[src/rtl/icr_pkg.sv]
`default_nettype none

package icr_pkg;

	localparam int TEMP_W  = 12;
	localparam int HUM_W   = 10;
	localparam int BAND_W  = 8;
	localparam int DRIVE_W = 8;
	localparam int CFG_IDX_W  = 3;
	localparam int CFG_DATA_W = 12;

	localparam logic [CFG_IDX_W-1:0] REG_TARGET_TEMP = 3'd0;
	localparam logic [CFG_IDX_W-1:0] REG_TARGET_HUM  = 3'd1;
	localparam logic [CFG_IDX_W-1:0] REG_TEMP_BAND   = 3'd2;
	localparam logic [CFG_IDX_W-1:0] REG_HUM_BAND    = 3'd3;
	localparam logic [CFG_IDX_W-1:0] REG_TRIP_TEMP   = 3'd4;

	localparam logic ACT_SAMPLE = 1'b0;
	localparam logic ACT_TOGGLE = 1'b1;

	localparam logic signed [TEMP_W-1:0] RST_TARGET_TEMP = 12'sd370;
	localparam logic        [HUM_W-1:0]  RST_TARGET_HUM  = 10'd600;
	localparam logic        [BAND_W-1:0] RST_TEMP_BAND   = 8'd6;
	localparam logic        [BAND_W-1:0] RST_HUM_BAND    = 8'd30;
	localparam logic signed [TEMP_W-1:0] RST_TRIP_TEMP   = 12'sd450;

	localparam logic [DRIVE_W-1:0] DRIVE_MAX = 8'd255;

	typedef struct packed {
		logic                     action;
		logic                     temp_ok;
		logic signed [TEMP_W-1:0] temp_in;
		logic                     hum_ok;
		logic        [HUM_W-1:0]  hum_in;
	} cmd_t;

	typedef struct packed {
		logic        [DRIVE_W-1:0] heat_drive;
		logic        [DRIVE_W-1:0] cool_drive;
		logic                      humidifier_on;
		logic                      enabled;
		logic                      temp_known;
		logic signed [TEMP_W-1:0]  temp_held;
		logic                      hum_known;
		logic        [HUM_W-1:0]   hum_held;
	} status_t;

endpackage

`default_nettype wire

[src/rtl/incubator_climate_regulator.sv]
`default_nettype none

// Incubator climate regulator: a deadband thermostat with a hysteresis humidifier and an
// over-temperature trip. Each command item is either a sensor sample or a toggle of the
// enable flag, and each gives exactly one status item. An item is taken into an input
// register, evaluated against the held state by compare and small constant multiply
// logic, and its status is loaded into an output register as the state updates;
// one item is accepted every cycle while the status side keeps taking results.
// Drives are floor(|error|*5/2) saturated at 255. Configuration
// registers (index 0 target_temp, 1 target_hum, 2 temp_band, 3 hum_band, 4 trip_temp)
// are written through cfg_we/cfg_index/cfg_data and should only change while idle.
module incubator_climate_regulator (
	input  wire logic                                clk,
	input  wire logic                                arst_n,
	input  wire logic                                cmd_valid,
	output logic                                     cmd_ready,
	input  wire icr_pkg::cmd_t                       cmd,
	output logic                                     status_valid,
	input  wire logic                                status_ready,
	output icr_pkg::status_t                         status,
	input  wire logic                                cfg_we,
	input  wire logic [icr_pkg::CFG_IDX_W-1:0]       cfg_index,
	input  wire logic [icr_pkg::CFG_DATA_W-1:0]      cfg_data
);

	logic signed [icr_pkg::TEMP_W-1:0]  target_temp_q;
	logic        [icr_pkg::HUM_W-1:0]   target_hum_q;
	logic        [icr_pkg::BAND_W-1:0]  temp_band_q;
	logic        [icr_pkg::BAND_W-1:0]  hum_band_q;
	logic signed [icr_pkg::TEMP_W-1:0]  trip_temp_q;

	logic                               enable_q;
	logic                               temp_seen_q;
	logic signed [icr_pkg::TEMP_W-1:0]  temp_last_q;
	logic                               hum_seen_q;
	logic        [icr_pkg::HUM_W-1:0]   hum_last_q;
	logic        [icr_pkg::DRIVE_W-1:0] heat_q;
	logic        [icr_pkg::DRIVE_W-1:0] cool_q;
	logic                               humid_q;

	logic                               valid_s1;
	icr_pkg::cmd_t                      cmd_s1;
	logic                               valid_s2;
	icr_pkg::status_t                   status_s2;
	logic                               advance;

	logic                               enable_n;
	logic                               temp_seen_n;
	logic signed [icr_pkg::TEMP_W-1:0]  temp_last_n;
	logic                               hum_seen_n;
	logic        [icr_pkg::HUM_W-1:0]   hum_last_n;
	logic        [icr_pkg::DRIVE_W-1:0] heat_n;
	logic        [icr_pkg::DRIVE_W-1:0] cool_n;
	logic                               humid_n;

	logic signed [13:0] t_ext;
	logic signed [13:0] tgt_ext;
	logic signed [13:0] t_lo;
	logic signed [13:0] t_hi;
	logic signed [13:0] err_heat;
	logic signed [13:0] err_cool;
	logic signed [11:0] h_ext;
	logic signed [11:0] h_lo;
	logic signed [11:0] h_hi;

	function automatic logic [icr_pkg::DRIVE_W-1:0] drive_of(input logic [13:0] err);
		logic [16:0] prod;
		logic [15:0] half;
		prod = {1'b0, err, 2'b00} + {3'b000, err};
		half = prod[16:1];
		if (half > 16'(icr_pkg::DRIVE_MAX))
			drive_of = icr_pkg::DRIVE_MAX;
		else
			drive_of = half[icr_pkg::DRIVE_W-1:0];
	endfunction

	assign advance      = !valid_s2 || status_ready;
	assign cmd_ready    = !valid_s1 || advance;
	assign status_valid = valid_s2;
	assign status       = status_s2;

	always_ff @(posedge clk or negedge arst_n) begin
		if (!arst_n) begin
			target_temp_q <= icr_pkg::RST_TARGET_TEMP;
			target_hum_q  <= icr_pkg::RST_TARGET_HUM;
			temp_band_q   <= icr_pkg::RST_TEMP_BAND;
			hum_band_q    <= icr_pkg::RST_HUM_BAND;
			trip_temp_q   <= icr_pkg::RST_TRIP_TEMP;
		end else if (cfg_we) begin
			case (cfg_index)
				icr_pkg::REG_TARGET_TEMP: target_temp_q <= cfg_data;
				icr_pkg::REG_TARGET_HUM:  target_hum_q  <= cfg_data[icr_pkg::HUM_W-1:0];
				icr_pkg::REG_TEMP_BAND:   temp_band_q   <= cfg_data[icr_pkg::BAND_W-1:0];
				icr_pkg::REG_HUM_BAND:    hum_band_q    <= cfg_data[icr_pkg::BAND_W-1:0];
				icr_pkg::REG_TRIP_TEMP:   trip_temp_q   <= cfg_data;
				default: ;
			endcase
		end
	end

	always_comb begin
		enable_n    = enable_q;
		temp_seen_n = temp_seen_q;
		temp_last_n = temp_last_q;
		hum_seen_n  = hum_seen_q;
		hum_last_n  = hum_last_q;
		heat_n      = heat_q;
		cool_n      = cool_q;
		humid_n     = humid_q;

		if (cmd_s1.action == icr_pkg::ACT_SAMPLE) begin
			if (cmd_s1.temp_ok) begin
				temp_last_n = cmd_s1.temp_in;
				temp_seen_n = 1'b1;
			end
			if (cmd_s1.hum_ok) begin
				hum_last_n = cmd_s1.hum_in;
				hum_seen_n = 1'b1;
			end
		end

		t_ext    = {{2{temp_last_n[11]}}, temp_last_n};
		tgt_ext  = {{2{target_temp_q[11]}}, target_temp_q};
		t_lo     = tgt_ext - $signed({6'b0, temp_band_q});
		t_hi     = tgt_ext + $signed({6'b0, temp_band_q});
		err_heat = tgt_ext - t_ext;
		err_cool = t_ext - tgt_ext;
		h_ext    = $signed({2'b00, hum_last_n});
		h_lo     = $signed({2'b00, target_hum_q}) - $signed({4'b0, hum_band_q});
		h_hi     = $signed({2'b00, target_hum_q}) + $signed({4'b0, hum_band_q});

		if (cmd_s1.action == icr_pkg::ACT_TOGGLE) begin
			enable_n = !enable_q;
			if (enable_q) begin
				heat_n  = '0;
				cool_n  = '0;
				humid_n = 1'b0;
			end
		end else if (enable_q) begin
			if (temp_seen_n) begin
				if (t_ext < t_lo) begin
					heat_n = drive_of(err_heat);
					cool_n = '0;
				end else if (t_ext > t_hi) begin
					heat_n = '0;
					cool_n = drive_of(err_cool);
				end else begin
					heat_n = '0;
					cool_n = '0;
				end
				if (temp_last_n > trip_temp_q) begin
					enable_n = 1'b0;
					heat_n   = '0;
					cool_n   = '0;
					humid_n  = 1'b0;
				end
			end
			if (hum_seen_n) begin
				if (h_ext < h_lo)
					humid_n = 1'b1;
				else if (h_ext > h_hi)
					humid_n = 1'b0;
			end
		end else begin
			heat_n  = '0;
			cool_n  = '0;
			humid_n = 1'b0;
		end
	end

	always_ff @(posedge clk or negedge arst_n) begin
		if (!arst_n) begin
			valid_s1    <= 1'b0;
			valid_s2    <= 1'b0;
			enable_q    <= 1'b1;
			temp_seen_q <= 1'b0;
			temp_last_q <= '0;
			hum_seen_q  <= 1'b0;
			hum_last_q  <= '0;
			heat_q      <= '0;
			cool_q      <= '0;
			humid_q     <= 1'b0;
		end else begin
			if (cmd_ready)
				valid_s1 <= cmd_valid;
			if (advance)
				valid_s2 <= valid_s1;
			if (advance && valid_s1) begin
				enable_q    <= enable_n;
				temp_seen_q <= temp_seen_n;
				temp_last_q <= temp_last_n;
				hum_seen_q  <= hum_seen_n;
				hum_last_q  <= hum_last_n;
				heat_q      <= heat_n;
				cool_q      <= cool_n;
				humid_q     <= humid_n;
			end
		end
	end

	always_ff @(posedge clk) begin
		if (cmd_ready && cmd_valid)
			cmd_s1 <= cmd;
		if (advance && valid_s1) begin
			status_s2.heat_drive    <= heat_n;
			status_s2.cool_drive    <= cool_n;
			status_s2.humidifier_on <= humid_n;
			status_s2.enabled       <= enable_n;
			status_s2.temp_known    <= temp_seen_n;
			status_s2.temp_held     <= temp_last_n;
			status_s2.hum_known     <= hum_seen_n;
			status_s2.hum_held      <= hum_last_n;
		end
	end

endmodule

`default_nettype wire
[config.mk]
export PLATFORM = sky130hd
export DESIGN_NAME = incubator_climate_regulator
export DESIGN_NICKNAME = d
export VERILOG_FILES = /design/src/rtl/icr_pkg.sv /design/src/rtl/incubator_climate_regulator.sv
export SDC_FILE = /design/constraint.sdc
export NUM_CORES = 1
export LEC_CHECK = 0
export BUFFER_PORTS_ARGS = -buffer_cell sky130_fd_sc_hd__buf_4
export CORE_MARGIN = 4
export CORE_UTILIZATION = 55
export DETAILED_ROUTE_END_ITERATION = 10
export GPL_ROUTABILITY_DRIVEN = 0
export GPL_TIMING_DRIVEN = 0
export PLACE_DENSITY_LB_ADDON = 0.1
export SETUP_SLACK_MARGIN = 0.02
export SLEW_MARGIN = 10
export SYNTH_ARGS = -nofsm -noshare
export SYNTH_HDL_FRONTEND = slang
export SYNTH_SLANG_ARGS = --single-unit
[constraint.sdc]
create_clock -name clk -period 5.4 [get_ports clk]
set_clock_uncertainty 0.2 [all_clocks]
set_input_delay 0.54 -clock clk [delete_from_list [all_inputs] [get_ports clk]]
set_output_delay 0.54 -clock clk [all_outputs]
set_load 0.03 [all_outputs]
==> impl_metrics.csv <==
group,metric,value,unit
timing,max_freq,0.180,GHz
clock_tree,insertion_delay,0.44,ns
worst_setup_path,path_delay_family,"compound AO/OA/AOI/OAI gates",
clock_tree,cts_inserted_buffers,17,
status,violations,"hold timing, setup timing",
worst_setup_path,cp-start-kind,"flip-flop",
worst_setup_path,critical_path.max_fanout,10,
detailed_routing,vias,8137,
global_route,use_met1,33.3,%
timing,slew_headroom,40.5,%
detailed_routing,routed_wl,25.7,mm
power,power.density,602,nW/um^2
global_route,grtUsageMet3,4.14,%
floorplanning,fp.coreArea,19400,um^2
logic_synthesis,synth_area_leaders,"edfxtp_1 19%, dfrtp_1 17%, ha_1 16%, mux2_2 5.2%, dfstp_2 4.8%",
worst_setup_path,crit_buf_inv,5,
logic_synthesis,ys_async_sr_fraction,58.4,%
global_route,grt_max_degree,95,
logic_synthesis,synth-compound-area-share,15.9,%
detailed_routing,viasPerCell,5.62,
logic_synthesis,yosysTopAreaCell,"edfxtp_1",
floorplanning,die_area,22000,um^2
flow_run,maxCapViolations,0,
worst_setup_path,cp.required,5.38,ns
global_route,antenna_found_initial,0,
global_route,grt_overflow_total,0,
logic_synthesis,synthXorXnorAreaFrac,4.90,%
logic_synthesis,postSynthNetCount,1228,
clock_tree,cts_tree,"yes",
floorplanning,ios,89,
timing,drv_slew,0,
timing,setup_ws,-0.142,ns
detailed_routing,drt_iter0_markers,389,
global_route,track_usage,23.4,%
worst_setup_path,slowest_stage,"edfxtp_1",
finish,final_net_count,1359,
finish,antenna_cells,0,
clock_tree,clk_path_buf_depth,2,
floorplanning,initial_core_util,55.9,%
floorplanning,die_h,148,um
power,p_leak,5.76,nW
global_route,met2_usage,36.8,%
detailed_routing,wl_per_cell,17.8,um
logic_synthesis,ys_ff_latch,161,
power,ir_drop,297,uV
timing,period_share,103,%
worst_setup_path,path_class,"flip-flop to flip-flop",
timing,rsz0062_at_grt,"true",
logic_synthesis,yosysTopAreaCellShare,18.6,%
logic_synthesis,synth_cell_types,67,
worst_setup_path,reg2reg_slack,-0.14,ns
global_route,grt_pass1_wl,40.7,mm
global_route,top_usage_layer,"met2",
finish,syn_to_final_growth,19.7,%
logic_synthesis,yosys-mux-area-fraction,6.84,%
status,status,"complete, but fails checks",
clock_tree,clock-sinks,161,
logic_synthesis,synth_seq_area_share,40.5,%
detailed_routing,drc_errors,0,
finish,drive_above_1_share,24.9,%
timing,finalSetupViolCount,16,
global_route,grt_pass1_vias,7841,
placed_design,portBuffers,88,
finish,utilization,66.9,%
logic_synthesis,avgSynthCellArea,10.4,um^2
finish,fillers,1535,
worst_setup_path,setup.worst_path.end_class,"flip-flop",
logic_synthesis,netlist_area,10800,um^2
floorplanning,die_w,148,um
logic_synthesis,synth_top_family_by_area,"adder cells",
floorplanning,rows,51,
worst_setup_path,arrival,5.52,ns
clock_tree,clockRootBuffer,"clkbuf_16",
clock_tree,h-tree-depth,4,
detailed_routing,dr.pass1.iters,5,
finish,layout_commonest_cell,"ha_1",
timing,tightest_slew,0.892,ns
logic_synthesis,synth-simple-area-share,9.89,%
worst_setup_path,slowest_delay,0.44,ns
logic_synthesis,synth_edf_count,67,
placed_design,hpwl,19.0,mm
power,power,0.00782,W
logic_synthesis,yosys_warnings,0,
detailed_routing,antenna_left,0,
logic_synthesis,synth_fa_ha_area_share,17.3,%
finish,most-common-layout-cells,"131 x ha_1, 109 x buf_4, 99 x inv_1",
timing,whs,-0.0214,ns
min_path,hp-class,"input pin to asynchronous set/reset pin",
logic_synthesis,ys.flop_type,"dfrtp_1",
clock_tree,clk_pin_slew,0.07,ns
timing,fin_crit,5.54,ns
logic_synthesis,syn_inst,1038,
timing,finalHoldViolCount,4,
## final cells by class
type | count | area [um^2] | share of cell area [%]
inverter | 105 | 397 | 3.06
clock buffer | 18 | 429 | 3.31
buffer | 28 | 156 | 1.20
multi-input combinational | 744 | 6270 | 48.3
timing repair buffer | 112 | 867 | 6.68
clock inverter | 14 | 138 | 1.06
tap | 265 | 332 | 2.55
sequential | 161 | 4390 | 33.8
## Yosys cell counts, types with 4 or more instances
library cell,count
xor2_1,11
dfrtp_1,74
nor4_1,7
a21oi_1,54
buf_2,4
buf_1,5
a21o_1,17
ha_1,137
dfstp_2,20
a211o_1,4
nand2b_1,15
nor3_1,14
a221o_2,4
nand3b_1,5
o21bai_1,17
inv_1,104
nor2b_1,18
a221o_1,23
nand2_1,68
nor2_1,45
o21ai_0,69
mux2_2,50
o211ai_1,4
o31ai_1,4
mux2i_1,15
and3_1,9
o21a_1,15
edfxtp_1,67
xnor2_1,47
a211oi_1,10
fa_1,8
nand3_1,16
a31oi_1,8
nand4_1,8
clkbuf_1,17
## stage by stage
| stage | TNS (ns) | hold slack [ns] | setup slack, ns | area [um^2] | cells |
|---|---|---|---|---|---|
| 2_1_floorplan | 0 | 0.0444 | 0.0261 | 10900 | 1038 |
| 3_3_place_gp | -25.58 | 0.251 | -1.06 | 11900 | 1391 |
| 3_5_place_dp | -26.49 | 0.257 | -1.08 | 11900 | 1392 |
| 4_1_cts | 0 | 0.0683 | 0.0135 | 12700 | 1435 |
| 5_1_grt | -3.84 | 0.0464 | -0.292 | 13000 | 1447 |
| 6_report | -1.25 | -0.0214 | -0.142 | 13000 | 1447 |
## cell families (layout without fill, tap and decap cells)
group / count (synthesis) / after routing
flops: 161 / 161
fa+ha+maj: 145 / 145
compound gates: 255 / 255
xor+xnor: 59 / 59
simple gates: 218 / 218
buf+inv: 133 / 277
mux: 67 / 67
## where the power goes
group | total, W | switching, W | internal (W)
combinational | 0.00491 | 0.00273 | 0.00218
sequential | 0.00173 | 0.000154 | 0.00158
clock | 0.00118 | 0.000560 | 0.000617
## metal layers
metal  part of all wire (%)  wire, um
met4                    2.5       647
met3                    4.6      1170
met5                      0         0
met2                     46     11800
met1                     47     12000
## timing repair
item / in CTS / in global routing
setup buffers: 11 / 12
setup endpoints to repair: 32 / 32
pin swaps: 9 / 22
gates resized for setup: 33 / 60
hold buffers: 0 / 0
## path summary, 6_finish.rpt
| check | startpoint | endpoint | depth (start not counted) |
|---|---|---|---|
| max | cmd_s1[24] | status[33] | 25 |
| min | arst_n | target_hum_q[0] | 1 |
| max reg2reg | cmd_s1[24] | status[33] | 25 |
| min reg2reg | hum_seen_q | hum_seen_q | 1 |
| max in group asynchronous | arst_n | cool_q[6] | 1 |
| min in group clk | cmd[20] | cmd_s1[20] | 1 |
## state kept, by name, summed over array words and instances (netlist names)
signal / flops
temp_band_q: 8
heat_q: 8
hum_seen_q: 1
temp_last_q: 12
enable_q: 1
humid_q: 1
trip_temp_q: 12
hum_last_q: 10
temp_seen_q: 1
valid_s1: 1
status_valid: 1
target_hum_q: 10
hum_band_q: 8
cmd_s1: 25
cool_q: 8
status: 42
target_temp_q: 12
(Power assumes the default switching activity.)
